File: src/hw/rtl/sdbw_pkg.sv
`timescale 1ns / 1ps
`default_nettype none
// ----------------------------------------------------------------------------
// sdbw_pkg
// Shared constants, types and the character-to-segment encoder of the
// seven-segment digit buffer writer.
// ----------------------------------------------------------------------------
package sdbw_pkg;

  localparam int DIGITS  = 24;
  localparam int DIG_AW  = (DIGITS > 1) ? $clog2(DIGITS) : 1;
  localparam int POS_W   = 6;
  localparam int BYTE_W  = 8;
  localparam int CFG_W   = 5;
  localparam int CFG_IW  = 2;

  // Configuration register indexes
  localparam logic [CFG_IW-1:0] CFG_BLINK_ENABLE = 2'd0;
  localparam logic [CFG_IW-1:0] CFG_BLINK_FIRST  = 2'd1;
  localparam logic [CFG_IW-1:0] CFG_BLINK_LAST   = 2'd2;

  // Item commands
  localparam logic CMD_CHAR     = 1'b0;
  localparam logic CMD_TRIANGLE = 1'b1;

  // Mark bits
  localparam logic [BYTE_W-1:0] TRI_BIT   = 8'h10;
  localparam logic [BYTE_W-1:0] COMMA_BIT = 8'h10;
  localparam logic [BYTE_W-1:0] DOT_BIT   = 8'h08;

  localparam logic [7:0] CH_DOT   = 8'h2E;
  localparam logic [7:0] CH_COMMA = 8'h2C;

  localparam logic [6:0] OTHER_PAT = 7'h18;

  typedef logic [6:0] seg_pat_t;

  // One store entry: segment bytes and blink copy bytes
  typedef struct packed {
    logic [BYTE_W-1:0] seg_lo;
    logic [BYTE_W-1:0] seg_hi;
    logic [BYTE_W-1:0] blk_lo;
    logic [BYTE_W-1:0] blk_hi;
  } digit_entry_t;

  localparam seg_pat_t NUM_PAT [10] = '{
    7'h7D, 7'h60, 7'h3E, 7'h7A, 7'h63, 7'h5B, 7'h5F, 7'h71, 7'h7F, 7'h7B
  };

  localparam seg_pat_t ALPHA_PAT [26] = '{
    7'h77, 7'h4F, 7'h1D, 7'h6E, 7'h1F, 7'h17, 7'h5D, 7'h67, 7'h40, 7'h6C,
    7'h07, 7'h0D, 7'h56, 7'h46, 7'h4E, 7'h37, 7'h73, 7'h06, 7'h5B, 7'h0F,
    7'h6D, 7'h4C, 7'h5C, 7'h1A, 7'h6B, 7'h3E
  };

  function automatic seg_pat_t char_pattern(input logic [7:0] c);
    seg_pat_t p;
    logic [7:0] d_idx;
    logic [7:0] l_idx;
    logic [7:0] u_idx;
    d_idx = c - 8'h30;
    l_idx = c - 8'h61;
    u_idx = c - 8'h41;
    case (c) inside
      [8'h30:8'h39]: p = NUM_PAT[d_idx[3:0]];
      [8'h61:8'h7A]: p = ALPHA_PAT[l_idx[4:0]];
      [8'h41:8'h5A]: p = ALPHA_PAT[u_idx[4:0]];
      8'h5F:         p = 7'h08;  // underscore
      8'h2D:         p = 7'h02;  // minus
      8'h20:         p = 7'h00;  // space
      8'h01:         p = 7'h08;  // cursor
      8'h00:         p = 7'h00;  // NUL
      default:       p = OTHER_PAT;
    endcase
    return p;
  endfunction

endpackage
`default_nettype wire

File: src/hw/rtl/sdbw_in_if.sv
`timescale 1ns / 1ps
`default_nettype none
// ----------------------------------------------------------------------------
// sdbw_in_if
// Item channel into the digit buffer writer: valid/ready plus item fields.
// ----------------------------------------------------------------------------
interface sdbw_in_if;
  logic                          valid;
  logic                          ready;
  logic                          cmd;
  logic [sdbw_pkg::POS_W-1:0]    digit_pos;
  logic [7:0]                    char_code;
  logic                          mark_on;

  modport source (output valid, cmd, digit_pos, char_code, mark_on, input ready);
  modport sink   (input valid, cmd, digit_pos, char_code, mark_on, output ready);
endinterface
`default_nettype wire

File: src/hw/rtl/sdbw_out_if.sv
`timescale 1ns / 1ps
`default_nettype none
// ----------------------------------------------------------------------------
// sdbw_out_if
// Result channel of the digit buffer writer: valid/ready plus result fields.
// ----------------------------------------------------------------------------
interface sdbw_out_if;
  logic                          valid;
  logic                          ready;
  logic [sdbw_pkg::POS_W-1:0]    out_pos;
  logic [sdbw_pkg::BYTE_W-1:0]   seg_low;
  logic [sdbw_pkg::BYTE_W-1:0]   seg_high;
  logic [sdbw_pkg::BYTE_W-1:0]   blink_low;
  logic [sdbw_pkg::BYTE_W-1:0]   blink_high;
  logic                          range_error;

  modport source (output valid, out_pos, seg_low, seg_high, blink_low, blink_high,
                  range_error, input ready);
  modport sink   (input valid, out_pos, seg_low, seg_high, blink_low, blink_high,
                  range_error, output ready);
endinterface
`default_nettype wire

File: src/hw/rtl/seven_segment_digit_buffer_writer_core.sv
`timescale 1ns / 1ps
`default_nettype none
// ----------------------------------------------------------------------------
// seven_segment_digit_buffer_writer_core
// Digit store of a seven-segment panel with a blink copy, updated per item.
// ----------------------------------------------------------------------------
// Usage:
//   in_ch  : one beat per item (cmd, digit_pos, char_code, mark_on). A
//            character item encodes char_code into the digit; a triangle
//            item sets or clears the triangle bit of the digit.
//   out_ch : one beat per item with the digit's store and blink bytes after
//            the update, or range_error with zero bytes for a bad position.
//   cfg_*  : write blink_enable, blink_first, blink_last while idle.
// Result: the item is registered together with the entry read, and the result
//   beat is loaded into the output register once that register is free.
// Ordering: the entry memory is read when the item is accepted and, for a
//   valid position, written back when its result beat is loaded, so items
//   are handled one at a time through this read-modify-write.
// Reset: control state clears and every digit reads as zero until written
//   (a per-entry valid bit masks the memory, no clearing pass is needed).
// Stall: a finished beat sits in the output register; the next item is
//   still taken, and its write-back waits until the output slot frees.
// ----------------------------------------------------------------------------
module seven_segment_digit_buffer_writer_core (
  input  wire logic                          clk,
  input  wire logic                          rst_n,
  sdbw_in_if.sink                            in_ch,
  sdbw_out_if.source                         out_ch,
  input  wire logic                          cfg_we,
  input  wire logic [sdbw_pkg::CFG_IW-1:0]   cfg_index,
  input  wire logic [sdbw_pkg::CFG_W-1:0]    cfg_wdata
);

  localparam logic ST_IDLE = 1'b0;
  localparam logic ST_RMW  = 1'b1;

  localparam int AW = sdbw_pkg::DIG_AW;
  localparam int PW = sdbw_pkg::POS_W;

  // Configuration
  logic                       blink_en_r;
  logic [sdbw_pkg::CFG_W-1:0] blink_first_r;
  logic [sdbw_pkg::CFG_W-1:0] blink_last_r;

  // Control
  logic state_r, state_nxt;

  // Item held during the read-modify-write
  logic          item_cmd_r;
  logic [PW-1:0] item_pos_r;
  logic [7:0]    item_char_r;
  logic          item_on_r;
  logic          item_err_r;

  // Entry memory and its valid bits
  sdbw_pkg::digit_entry_t mem [sdbw_pkg::DIGITS];
  sdbw_pkg::digit_entry_t rdata_r;
  logic                   rd_ok_r;
  logic [sdbw_pkg::DIGITS-1:0] valid_r;

  // Output register
  logic                   out_valid_r, out_valid_nxt;
  logic [PW-1:0]          out_pos_r;
  sdbw_pkg::digit_entry_t out_ent_r;
  logic                   out_err_r;

  logic                   in_acc;
  logic                   in_range;
  logic [AW-1:0]          rd_addr;
  logic [AW-1:0]          wr_addr;
  logic                   slot_free;
  logic                   finish;
  logic                   wr_en;
  sdbw_pkg::digit_entry_t cur;
  sdbw_pkg::digit_entry_t upd;
  sdbw_pkg::seg_pat_t     pat;
  logic                   in_blink;

  assign in_ch.ready = (state_r == ST_IDLE);
  assign in_acc      = in_ch.valid && in_ch.ready;
  assign in_range    = (in_ch.digit_pos < PW'(sdbw_pkg::DIGITS));
  assign rd_addr     = in_ch.digit_pos[AW-1:0];
  assign wr_addr     = item_pos_r[AW-1:0];
  assign slot_free   = !out_valid_r || out_ch.ready;
  assign finish      = (state_r == ST_RMW) && slot_free;
  assign wr_en       = finish && !item_err_r;

  // Configuration writes
  always_ff @(posedge clk) begin
    if (!rst_n) begin
      blink_en_r    <= 1'b0;
      blink_first_r <= '0;
      blink_last_r  <= '0;
    end else if (cfg_we) begin
      case (cfg_index)
        sdbw_pkg::CFG_BLINK_ENABLE: blink_en_r    <= cfg_wdata[0];
        sdbw_pkg::CFG_BLINK_FIRST:  blink_first_r <= cfg_wdata;
        sdbw_pkg::CFG_BLINK_LAST:   blink_last_r  <= cfg_wdata;
        default: ;
      endcase
    end
  end

  // Memory: registered read on accept, write-back on finish
  always_ff @(posedge clk) begin
    if (in_acc && in_range) begin
      rdata_r <= mem[rd_addr];
    end
    if (wr_en) begin
      mem[wr_addr] <= upd;
    end
  end

  always_ff @(posedge clk) begin
    if (!rst_n) begin
      valid_r <= '0;
      rd_ok_r <= 1'b0;
    end else begin
      if (in_acc) begin
        rd_ok_r <= in_range && valid_r[rd_addr];
      end
      if (wr_en) begin
        valid_r[wr_addr] <= 1'b1;
      end
    end
  end

  // Hold the item for the write-back cycle
  always_ff @(posedge clk) begin
    if (in_acc) begin
      item_cmd_r  <= in_ch.cmd;
      item_pos_r  <= in_ch.digit_pos;
      item_char_r <= in_ch.char_code;
      item_on_r   <= in_ch.mark_on;
      item_err_r  <= !in_range;
    end
  end

  // Entry update
  always_comb begin
    cur      = rd_ok_r ? rdata_r : '0;
    upd      = cur;
    pat      = sdbw_pkg::char_pattern(item_char_r);
    in_blink = (item_pos_r >= PW'(blink_first_r)) && (item_pos_r <= PW'(blink_last_r));
    if (item_cmd_r == sdbw_pkg::CMD_CHAR) begin
      upd.seg_hi = cur.seg_hi & ~sdbw_pkg::COMMA_BIT;
      if (item_char_r == sdbw_pkg::CH_DOT) begin
        upd.seg_hi = upd.seg_hi | sdbw_pkg::DOT_BIT;
      end else if (item_char_r == sdbw_pkg::CH_COMMA) begin
        upd.seg_hi = upd.seg_hi | sdbw_pkg::DOT_BIT | sdbw_pkg::COMMA_BIT;
      end else begin
        upd.seg_lo = {4'b0000, pat[3:0]} | (cur.seg_lo & sdbw_pkg::TRI_BIT);
        upd.seg_hi = {5'b00000, pat[6:4]};
      end
      if (blink_en_r) begin
        if (in_blink) begin
          upd.blk_lo = upd.seg_lo & sdbw_pkg::TRI_BIT;
          upd.blk_hi = '0;
        end else begin
          upd.blk_lo = upd.seg_lo;
          upd.blk_hi = upd.seg_hi;
        end
      end
    end else begin
      if (item_on_r) begin
        upd.seg_lo = cur.seg_lo | sdbw_pkg::TRI_BIT;
      end else begin
        upd.seg_lo = cur.seg_lo & ~sdbw_pkg::TRI_BIT;
      end
    end
  end

  // Sequencer
  always_comb begin
    state_nxt = state_r;
    case (state_r)
      ST_IDLE: if (in_acc) state_nxt = ST_RMW;
      ST_RMW:  if (slot_free) state_nxt = ST_IDLE;
      default: state_nxt = ST_IDLE;
    endcase
  end

  always_comb begin
    out_valid_nxt = out_valid_r;
    if (finish) begin
      out_valid_nxt = 1'b1;
    end else if (out_ch.ready) begin
      out_valid_nxt = 1'b0;
    end
  end

  always_ff @(posedge clk) begin
    if (!rst_n) begin
      state_r     <= ST_IDLE;
      out_valid_r <= 1'b0;
    end else begin
      state_r     <= state_nxt;
      out_valid_r <= out_valid_nxt;
    end
  end

  // Load the result beat
  always_ff @(posedge clk) begin
    if (finish) begin
      out_pos_r <= item_pos_r;
      out_err_r <= item_err_r;
      out_ent_r <= item_err_r ? '0 : upd;
    end
  end

  assign out_ch.valid       = out_valid_r;
  assign out_ch.out_pos     = out_pos_r;
  assign out_ch.seg_low     = out_ent_r.seg_lo;
  assign out_ch.seg_high    = out_ent_r.seg_hi;
  assign out_ch.blink_low   = out_ent_r.blk_lo;
  assign out_ch.blink_high  = out_ent_r.blk_hi;
  assign out_ch.range_error = out_err_r;

endmodule
`default_nettype wire

File: src/flat_wrapper.sv
// flat-port wrapper written by rule: the top's interface ports become plain ports
module seven_segment_digit_buffer_writer_core_flat 
  (clk, rst_n, cfg_we, cfg_index, cfg_wdata, in_ch_valid, in_ch_cmd, in_ch_digit_pos, in_ch_char_code, in_ch_mark_on, in_ch_ready, out_ch_valid, out_ch_out_pos, out_ch_seg_low, out_ch_seg_high, out_ch_blink_low, out_ch_blink_high, out_ch_range_error, out_ch_ready);
  sdbw_in_if in_ch_i ();
  sdbw_out_if out_ch_i ();
  input  wire logic clk;
  input  wire logic rst_n;
  input  wire logic cfg_we;
  input  wire logic [sdbw_pkg::CFG_IW-1:0] cfg_index;
  input  wire logic [sdbw_pkg::CFG_W-1:0] cfg_wdata;
  input wire logic [$bits(in_ch_i.valid)-1:0] in_ch_valid;
  input wire logic [$bits(in_ch_i.cmd)-1:0] in_ch_cmd;
  input wire logic [$bits(in_ch_i.digit_pos)-1:0] in_ch_digit_pos;
  input wire logic [$bits(in_ch_i.char_code)-1:0] in_ch_char_code;
  input wire logic [$bits(in_ch_i.mark_on)-1:0] in_ch_mark_on;
  output wire logic [$bits(in_ch_i.ready)-1:0] in_ch_ready;
  output wire logic [$bits(out_ch_i.valid)-1:0] out_ch_valid;
  output wire logic [$bits(out_ch_i.out_pos)-1:0] out_ch_out_pos;
  output wire logic [$bits(out_ch_i.seg_low)-1:0] out_ch_seg_low;
  output wire logic [$bits(out_ch_i.seg_high)-1:0] out_ch_seg_high;
  output wire logic [$bits(out_ch_i.blink_low)-1:0] out_ch_blink_low;
  output wire logic [$bits(out_ch_i.blink_high)-1:0] out_ch_blink_high;
  output wire logic [$bits(out_ch_i.range_error)-1:0] out_ch_range_error;
  input wire logic [$bits(out_ch_i.ready)-1:0] out_ch_ready;
  assign in_ch_i.valid = in_ch_valid;
  assign in_ch_i.cmd = in_ch_cmd;
  assign in_ch_i.digit_pos = in_ch_digit_pos;
  assign in_ch_i.char_code = in_ch_char_code;
  assign in_ch_i.mark_on = in_ch_mark_on;
  assign in_ch_ready = in_ch_i.ready;
  assign out_ch_valid = out_ch_i.valid;
  assign out_ch_out_pos = out_ch_i.out_pos;
  assign out_ch_seg_low = out_ch_i.seg_low;
  assign out_ch_seg_high = out_ch_i.seg_high;
  assign out_ch_blink_low = out_ch_i.blink_low;
  assign out_ch_blink_high = out_ch_i.blink_high;
  assign out_ch_range_error = out_ch_i.range_error;
  assign out_ch_i.ready = out_ch_ready;
  seven_segment_digit_buffer_writer_core u_core (.clk(clk), .rst_n(rst_n), .in_ch(in_ch_i), .out_ch(out_ch_i), .cfg_we(cfg_we), .cfg_index(cfg_index), .cfg_wdata(cfg_wdata));
endmodule
File: config.mk
export PLATFORM = sky130hd
export DESIGN_NAME = seven_segment_digit_buffer_writer_core_flat
export DESIGN_NICKNAME = d
export VERILOG_FILES = /design/src/hw/rtl/sdbw_pkg.sv /design/src/hw/rtl/sdbw_in_if.sv /design/src/hw/rtl/sdbw_out_if.sv /design/src/hw/rtl/seven_segment_digit_buffer_writer_core.sv /design/src/flat_wrapper.sv
export SDC_FILE = /design/constraint.sdc
export NUM_CORES = 1
export LEC_CHECK = 0
export BUFFER_PORTS_ARGS = -buffer_cell sky130_fd_sc_hd__buf_4
export CAP_MARGIN = 20
export CORE_UTILIZATION = 62
export CTS_CLUSTER_SIZE = 30
export DETAILED_ROUTE_END_ITERATION = 7
export PLACE_DENSITY = 0.82
export SYNTH_ARGS = -nofsm -noshare
export SYNTH_HDL_FRONTEND = slang
export SYNTH_SLANG_ARGS = --single-unit
File: constraint.sdc
create_clock -name clk -period 4.7 [get_ports clk]
set_clock_uncertainty 0.15 [all_clocks]
set_input_delay 0.235 -clock clk [delete_from_list [all_inputs] [get_ports clk]]
set_output_delay 0.235 -clock clk [all_outputs]
set_load 0.02 [all_outputs]
## Word level (Yosys, flattened, before mapping)

Memories as Yosys holds them, arrays and structs flattened. A register that Yosys moved wholly into a read port is not among the register bits.
Cells that the tools add are included.
Widths: inputs -> output; s select.

| cells by class | value |
|---|---|
| add/sub/neg operators | 3 |
| multipliers | 0 |
| divide/modulo/power cells | 0 |
| order comparisons | 15 |
| equality and inequality tests | 8 |
| shift operators | 0 |
| mux-type cells | 35 |
| bitwise gates (word level) | 6 |
| reductions and logical operators | 20 |

Operators by type and width:

| cell | number |
|---|---|
| $mux 7 | 13 |
| $mux 8 | 5 |
| $eq 8x6->1 const B | 4 |
| $mux 16 | 2 |
| $mux 32 | 1 |
| $mux 24 | 1 |
| $or 24x24->24 | 1 |
| $ge 8x7->1 const B | 2 |
| $le 8x7->1 const B | 2 |
| $ge 6x6->1 const B | 2 |
| $lt 5x6->1 const B | 2 |
| $not 5->6 | 2 |
| $logic_and 1x1->1 | 10 |
| $mux 5 | 2 |
| $sub 5x1->5 const B | 2 |
| $eq 8x1->1 const B | 1 |
| $eq 8x7->1 const B | 1 |
| $ge 8x6->1 const B | 1 |
| $le 8x6->1 const B | 1 |
| $logic_not 8->1 | 1 |
| $mux 1 | 8 |
| $ge 6x5->1 | 1 |
| $le 6x5->1 | 1 |
| $lt 6x5->1 const B | 1 |
| 16 further kinds | 20 |

| word-level totals | value |
|---|---|
| bits in registers | 94 |
| bits in latches | 0 |
| memory bits (writable) | 768 |
| bits in read-only memories | 560 |
| input bits | 28 |
| output and inout port bits | 41 |
| logic and storage cells | 109 |
| memories kept | 4 |

Memory list:

| name | depth | bits a word | read ports | clocked after Yosys merged registers in | write ports | RTL line | text |
|---|---|---|---|---|---|---|---|
| u_core.mem | 24 | 32 | 1 | 1 | 1 | seven_segment_digit_buffer_writer_core.sv:56 | `sdbw_pkg::digit_entry_t mem [sdbw_pkg::DIGITS];` |
| (name not given) | 32 | 7 | 1 | 0 | 0 | sdbw_pkg.sv:66 | `[8'h61:8'h7A]: p = ALPHA_PAT[l_idx[4:0]];` |
| (name not given) | 32 | 7 | 1 | 0 | 0 | sdbw_pkg.sv:67 | `[8'h41:8'h5A]: p = ALPHA_PAT[u_idx[4:0]];` |
| (name not given) | 16 | 7 | 1 | 0 | 0 | sdbw_pkg.sv:65 | `[8'h30:8'h39]: p = NUM_PAT[d_idx[3:0]];` |

## Longest topological paths before layout

Gate-level depths: netlist (run 1).

| logic depth | value |
|---|---|
| depth in word-level cells | 15 |
| gate-level depth with buffers | 12 |
| depth with buffers taken out | 10 |

## Worst setup path before layout (run 1)

No wires, ideal clock.

| path | value |
|---|---|
| path kind | reg-to-reg |
| start | reg u_core.item_char_r[0] |
| end | mem u_core.mem[0][0] in the netlist's numbering, data pin |
| setup time | 0.392 ns |
| arrival | 3.243 ns |
| data required time | 4.158 ns |
| slack | 0.914 ns |
| cell stages (with the launch flop) | 11 |
| path buffers | 1 |
| clock period less this slack | 3.786 ns |
| cell sequence | edfxtp_1 -> clkinv_1 -> ha_1 -> inv_1 -> ha_1 -> clkbuf_1 -> nor2_1 -> a2111oi_0 -> o21ai_1 -> o211ai_1 -> o21ai_0 |

RTL lines:

| item | RTL line | text |
|---|---|---|
| from (decl) | seven_segment_digit_buffer_writer_core.sv:51 | `logic [7:0] item_char_r;` |
| from (signal assigned) | seven_segment_digit_buffer_writer_core.sv:133 | `item_char_r <= in_ch.char_code;` |
| to (decl) | seven_segment_digit_buffer_writer_core.sv:56 |  |

==> results of run 1 <==
## power groups by stage
stage                     clock [mW]  combinational (mW)  sequential, mW
after floorplan                    0               0.454            8.94
after global placement             0               0.686            8.93
after detailed placement           0               0.696            8.93
after CTS                       7.37               0.727            8.76
after global routing            7.66               0.771            8.77
final                           7.35               0.736            8.77
## cell families (layout without fill, tap and decap cells)
| group | count (synthesis) | after routing | share of synthesized area [%] |
|---|---|---|---|
| adders and majority gates | 20 | 20 | 0.7074 |
| and+or+nand+nor | 254 | 254 | 3.594 |
| xor gates and xnor gates | 3 | 3 | 0.07429 |
| AOI/OAI and AO/OA | 166 | 166 | 3.197 |
| muxes | 280 | 280 | 16.10 |
| DFF | 894 | 894 | 74.81 |
| buffers and inverters | 112 | 358 | 1.510 |
| other | 0 | 1 | 0 |
## registers in the layout, summed over array words and instances (netlist names), 5 cells and up
signal	count
u_core.blink_last_r	5
u_core.out_ch.seg_low	8
u_core.out_ch.seg_high	8
u_core.valid_r	24
u_core.out_ch.blink_high	8
u_core.out_ch.blink_low	8
u_core.mem	768
u_core.rdata_r	32
u_core.item_char_r	8
u_core.item_pos_r	6
u_core.blink_first_r	5
u_core.out_ch.out_pos	6
## final timing paths
| path | startpoint | end | slack (ns) |
|---|---|---|---|
| min | in_ch_digit_pos[2] | u_core.item_pos_r[2] | 0.05 |
| min reg2reg | u_core.valid_r[23] | u_core.valid_r[23] | 0.31 |
| max | u_core.item_char_r[1] | u_core.mem[13][16] | 0.86 |
| max reg2reg | u_core.item_char_r[1] | u_core.mem[13][16] | 0.86 |
## stage by stage
stage,worst slack (ns),instance area (um^2),cells
final,0.8617,40570,2732
after global routing,0.7911,40560,2731
after CTS,1.071,40520,2729
after detailed placement,1.071,37290,2545
after global placement,1.131,37270,2544
after floorplan,0.9144,35380,1729
## layer usage
layer | vias up | part of all wire (%) | global-route usage [%]
met5 | - | 0.050 | 0
met4 | 8 | 4.7 | 15.57
met3 | 307 | 12 | 7.926
met2 | 1597 | 49 | 53.85
met1 | 9920 | 34 | 42.48
li1 | 7478 | - | -
## worst register-to-register path, cell delays in order, from the launching register on
cell       delay, ns
edfxtp_1        0.38
inv_1           0.13
ha_1            0.39
inv_1           0.18
ha_1            0.53
nand2b_1        0.15
a21oi_1         0.07
a2111oi_0       0.55
o21ai_1         0.20
o2111ai_1       0.18
nand2_1         0.48
## synth_stat cells, types with 4 or more instances
master and number:
a21o_1 4, a21oi_1 26, a31oi_1 5, and2_1 4, and3_1 4, buf_1 12
buf_2 33, buf_6 9, clkbuf_1 37, dfxtp_1 38, edfxtp_1 856, ha_1 20
inv_1 18, mux2i_1 46, mux4_2 231, nand2_1 96, nand2b_1 8, nand3_1 12
nand3b_1 4, nor2_1 57, nor2b_1 26, nor3_1 10, nor3b_1 5, o21a_1 27
o21ai_0 18, o21ai_1 36, o221ai_1 5, or3_1 8
## area by class of cell
| class | count | area [um^2] |
|---|---|---|
| fill | 3110 | 15820 |
| inverter | 19 | 71.32 |
| multi-input combinational | 723 | 8569 |
| tap | 756 | 945.9 |
| antenna | 1 | 2.502 |
| clock inverter | 60 | 738.2 |
| clock buffer | 100 | 2247 |
| sequential | 894 | 26470 |
| timing repair buffer | 179 | 1525 |
==> results.tsv, run 1 <==
stage	metric	value	unit
status	status	completed	
detailed_routing	drc	0	
grt	grtUsageTotal	33.05	%
critical_path	cp_max_fo	24	
sta	fmax	0.2605	GHz
pwr	p_total	16.85	mW
floorplanning	ios	69	
placed_design	numPortBuffers	68	
synth	synth_area_per_cell	20.46	um^2
clock_network	cts_hold_buf	24	
grt	grt_max_degree	78	
clock_network	insertion_delay	0.65	ns
layout	final_cell_mix	edfxtp_1 (856), mux4_2 (231), buf_4 (145), nand2_1 (96), clkbuf_16 (88)	
clock_network	cts_resized	0	
synth	synth_fp_nets	1777	
sta	hold_viol_final	0	
grt	grt_first_pass_wirelength	133500	um
critical_path	arrival	3.90	ns
layout	area_growth	14.67	%
clock_network	cts_made_buffers	87	
sta	tightestPinTransition	1.189	ns
placed_design	dp_hpwl	49470	um
synth	synth_edf_count	856	
critical_path	required	4.76	ns
floorplanning	die_width	240.9	um
clock_network	htreeDepth	3	
synth	synth_warnings	0	
synth	ys_ff_latch	894	
synth	synth_top_area_share	72.66	%
critical_path	critPathKind	flip-flop to flip-flop	
floorplanning	rows	87	
pwr	combPwrFrac	4.4	%
pwr	p_leak	13.71	nW
floorplanning	core_area	56390	um^2
pwr	p_seq_share	52.0	%
detailed_routing	drt-wirelength-per-cell	34.17	um
synth	ys.flop_type	edfxtp_1	
clock_network	post_cts_buffers	0	
critical_path	r2r_cells	10	
detailed_routing	routed_wl	93340	um
detailed_routing	drt-pass1-iter-count	7	
clock_network	path_clk_slew	0.07	ns
pwr	ir_drop	307.8	uV
critical_path	cp-start-kind	flip-flop	
sta	layout_min_cycle_time	3.838	ns
critical_path	endpoint_kind	flip-flop	
critical_path	crit_chain	inv_1, ha_1, inv_1, ha_1, nand2b_1, a21oi_1, a2111oi_0, o21ai_1, o2111ai_1, nand2_1	
pwr	switching_power	3.596	mW
layout	nNetsFinal	1952	
sta	rsz0062_at_grt	false	
synth	synth_cells	1729	
sta	setup_viol	0	
grt	first_global_vias	19594	
sta	period_share	81.67	%
sta	relSlewSlack	20.52	%
clock_network	ctsLongestPathBuffers	3	
run	drv_cap	0	
clock_network	clockRootBuffer	clkbuf_16	
synth	yosysUniqueCellTypes	81	
critical_path	crit_buf_inv	2	
critical_path	max_stage_delay	0.55	ns
detailed_routing	drtAntennaViolNets	0	
worst_hold_path	hold_path_depth	1	
pwr	clock_power_share	43.6	%
floorplanning	die_area	58020	um^2
layout	drive_gt1_share	29.11	%
synth	synth_area	35380	um^2
grt	grt_overflow	0	
sta	fin_tns_setup	0	ns
layout	post-route-util	71.94	%
critical_path	crit_family	compound AO/OA/AOI/OAI gates	
detailed_routing	viasPerCell	7.068	
pwr	cellPowerDensity	415.5	nW/um^2
clock_network	cts.sinks	894	
synth	yosysTopAreaCell	edfxtp_1	
pwr	sw_frac_of_total	21.34	%
clock_network	cts_tree	done	
grt	grt_antenna_before_repair	5	
detailed_routing	via_count	19310	
worst_hold_path	hp-class	input port to flip-flop	
layout	final_common_cell	edfxtp_1	
synth	netlist_top_cells_area	edfxtp_1 (73%), mux4_2 (15%), dfxtp_1 (2.2%)	
floorplanning	initial_core_util	62.74	%
synth	async_flop_share	0	%
detailed_routing	drtIter0Drc	2616	
sta	fin_hold_ws	0.04583	ns
pwr	p_int	13.26	mW
floorplanning	die_h	240.9	um
sta	slew_violations	0	
synth	seq_area_frac_synth	74.81	%
critical_path	path_depth	10	
critical_path	critPathSlowestCell	a2111oi_0	
placed_design	gp_congestion	0.9632	
Power figures use the tool's default switching activity.
==> inputs of run 2 (changes only) <==
--- a/config.mk
+++ b/config.mk
@@ -5,6 +5,7 @@
 export SDC_FILE = /design/constraint.sdc
 export NUM_CORES = 1
 export LEC_CHECK = 0
+export ABC_AREA = 1
 export BUFFER_PORTS_ARGS = -buffer_cell sky130_fd_sc_hd__buf_4
 export CAP_MARGIN = 20
 export CORE_UTILIZATION = 62
==> constraint.sdc (replaced) <==
create_clock -name clk -period 3.9 [get_ports clk]
set_clock_uncertainty 0.15 [all_clocks]
set_input_delay 0.195 -clock clk [delete_from_list [all_inputs] [get_ports clk]]
set_output_delay 0.195 -clock clk [all_outputs]
set_load 0.02 [all_outputs]
==> results.tsv, run 2 <==
stage	metric	value	unit	change
status	status	completed		
layout	largest_reg_flops	768		unchanged
grt	grtUsageTotal	33.85	%	+0.80 points
synth	yosysTopAreaCell	edfxtp_1		
synth	synth_top_area_share	71.58	%	-1.1 points
layout	final_common_cell	edfxtp_1		
worst_hold_path	hold_path_depth	3		+2
synth	synth_cells	2794		+62%
pwr	cellPowerDensity	491.9	nW/um^2	+18%
critical_path	r2r_cells	14		+4
pwr	ir_drop	434.1	uV	+41%
floorplanning	rows	87		unchanged
floorplanning	ios	69		unchanged
critical_path	cp-start-kind	flip-flop		
floorplanning	die_area	58890	um^2	+1.5%
synth	synth_fp_nets	2842		+60%
critical_path	crit_top_cell	nand2_1		
synth	ys_ff_latch	894		unchanged
clock_network	cts.sinks	894		unchanged
synth	synth_area_per_cell	12.85	um^2	-37%
detailed_routing	via_count	25197		+30%
clock_network	clockRootBuffer	clkbuf_16		
sta	tightestPinTransition	1.116	ns	-0.07348 ns
critical_path	arrival	3.88	ns	-0.02 ns
sta	relSlewSlack	25.61	%	+5.1 points
sta	layout_min_cycle_time	3.692	ns	-0.1461 ns
synth	synth_edf_count	856		unchanged
detailed_routing	drc	0		unchanged
synth	netlist_top_cells_area	edfxtp_1 (72%), o21ai_0 (6.1%), nor2_1 (5.4%)		
layout	nNetsFinal	2917		+49%
synth	yosysUniqueCellTypes	44		-46%
layout	finalInstanceArea	40590	um^2	about the same
placed_design	dp_hpwl	51960	um	+5.0%
placed_design	gp_congestion	0.9188		-4.6%
clock_network	ctsLongestPathBuffers	3		unchanged
sta	setup_viol	0		unchanged
run	drv_cap	0		unchanged
layout	top_register	u_core.mem		
pwr	p_leak	14.10	nW	+2.8%
clock_network	htreeDepth	3		unchanged
synth	synth_area	35910	um^2	+1.5%
layout	n_antenna_cell	0		-1
grt	grt_overflow	0		unchanged
clock_network	cts_made_buffers	85		-2.3%
floorplanning	die_h	242.7	um	+0.75%
sta	rsz0062_at_grt	false		
layout	area_growth	13.03	%	
grt	first_global_vias	24257		+24%
detailed_routing	viasPerCell	6.823		-3.5%
critical_path	required	4.09	ns	-0.67 ns
synth	ys.flop_type	edfxtp_1		
critical_path	cp_max_fo	24		unchanged
detailed_routing	drt-pass1-iter-count	7		unchanged
synth	seq_area_frac_synth	73.70	%	-1.1 points
sta	period_share	94.67	%	+13 points
critical_path	critPathSlowestCell	nand2_1		
layout	drive_gt1_share	11.37	%	-18 points
critical_path	crit_chain	inv_2, ha_1, inv_1, ha_1, inv_1, nand2_1, and2_1, nand2_1, nand3_1, nand3_1, nand3_1, nand2_1, nand2_1, nand2_1		
placed_design	post_dp_cell_area	37530	um^2	+0.64%
critical_path	max_stage_delay	0.59	ns	+0.04 ns
clock_network	path_clk_slew	0.06	ns	about the same
critical_path	critPathKind	flip-flop to flip-flop		
synth	post-synth-top-count-cell	edfxtp_1		
sta	fin_tns_setup	0	ns	unchanged
synth	yosys-top-cells-count	edfxtp_1 (856), nor2_1 (520), o21ai_0 (435)		
detailed_routing	drtAntennaViolNets	0		unchanged
clock_network	cts_tree	done		
sta	fmax	0.2708	GHz	+4.0%
synth	synth_warnings	0		unchanged
sta	slew_violations	0		unchanged
grt	grt_first_pass_wirelength	147600	um	+11%
layout	final_cell_mix	edfxtp_1 (856), nor2_1 (493), o21ai_0 (435), nand2_1 (207), o221ai_1 (149)		
detailed_routing	drt-wirelength-per-cell	27.27	um	-20%
clock_network	insertion_delay	0.65	ns	about the same
floorplanning	core_area	56820	um^2	+0.77%
detailed_routing	drtIter0Drc	4157		+59%
synth	async_flop_share	0	%	unchanged
grt	grt_max_degree	220		+180%
critical_path	endpoint_kind	flip-flop		
worst_hold_path	hp-class	input port to flip-flop		
floorplanning	initial_core_util	63.20	%	+0.46 points
grt	grt_antenna_before_repair	1		-4
floorplanning	die_width	242.7	um	+0.75%
detailed_routing	routed_wl	100700	um	+7.9%
layout	reg.largest.list	u_core.mem: 768 flops, u_core.rdata_r: 32 flops, u_core.valid_r: 24 flops		
sta	hold_viol_final	0		unchanged
placed_design	numPortBuffers	68		unchanged
run 2: changes by cell type after synthesis, moves of 46 or more:
| cell | before | now |
|---|---|---|
| mux4_2 | 231 | 0 |
| mux2i_1 | 46 | 0 |
| nand2_1 | 96 | 207 |
| clkbuf_1 | 37 | 106 |
| o221ai_1 | 5 | 149 |
| o21ai_0 | 18 | 435 |
| o22ai_1 | 1 | 49 |
| nor2_1 | 57 | 520 |
| inv_1 | 18 | 76 |
| nand3_1 | 12 | 95 |
run 2: worst paths after layout:
| check | start | to | slack [ns] |
|---|---|---|---|
| setup reg to reg | u_core.item_char_r[0] | u_core.mem[16][11] | 0.21 |
| hold reg to reg | u_core.blink_first_r[1] | u_core.blink_first_r[1] | 0.31 |
| setup / recovery | u_core.item_char_r[0] | u_core.mem[16][11] | 0.21 |
| hold / removal | in_ch_digit_pos[2] | u_core.rdata_r[30] | 0.09 |
run 2: cells by family after synthesis:
group	synth area share, %
buffers and inverters	3.366
adders and majority gates	0.6968
DFF	73.70
AOI/OAI and AO/OA	12.46
and+or+nand+nor	9.780
run 2: power breakdown:
group          internal [mW]  switching (mW)
clock                   4.59            3.55
sequential              10.6          0.0521
combinational          0.356           0.872
run 2: layout make-up:
type,instances,area [um^2]
inverter,85,340.3
timing repair inverter,1,7.507
fill,3441,16230
tap,756,945.9
timing repair buffer,170,1682
multi-input combinational,1632,8436
sequential,894,26470
clock inverter,58,521.8
clock buffer,97,2193
run 2: per-layer routing:
layer / wire length [um] / vias to the layer above / part of all wire [%] / global-route usage, %
li1: - / 10503 / - / -
met1: 34740 / 12131 / 35 / 44.64
met2: 45920 / 2148 / 46 / 51.95
met3: 13890 / 413 / 14 / 7.773
met4: 6138 / 2 / 6.1 / 20.05
met5: 11 / - / 0.011 / 0
run 2: what timing repair did:
item                                    in CTS  in global routing
gates resized for setup                      0                  3
buffers inserted                             0                  1
hold buffers                                31                  0
endpoints found under the setup margin       0                 24
endpoints found under the hold margin       30                  0
run 2: per-stage QoR:
stage	instances	total power, mW	setup WS, ns	util [%]	hold WS, ns
after global placement	3503	11.90	0.3247	66.02	0.2259
after floorplan	2794	11.56	0.6570	-	0.1439
after detailed placement	3504	11.95	0.3201	66.04	0.2246
final	3693	19.97	0.2078	71.44	0.08880
after global routing	3693	20.43	0.008804	71.44	0.07763
after CTS	3690	19.93	0.2905	71.37	0.05597
run 2: worst max-delay path, delay by kind of cell, from the launching register on:
family	cells	cell delay (ns)
flops	1	0.56
simple gates	9	1.35
fa+ha+maj	2	0.76
buf+inv	3	0.57
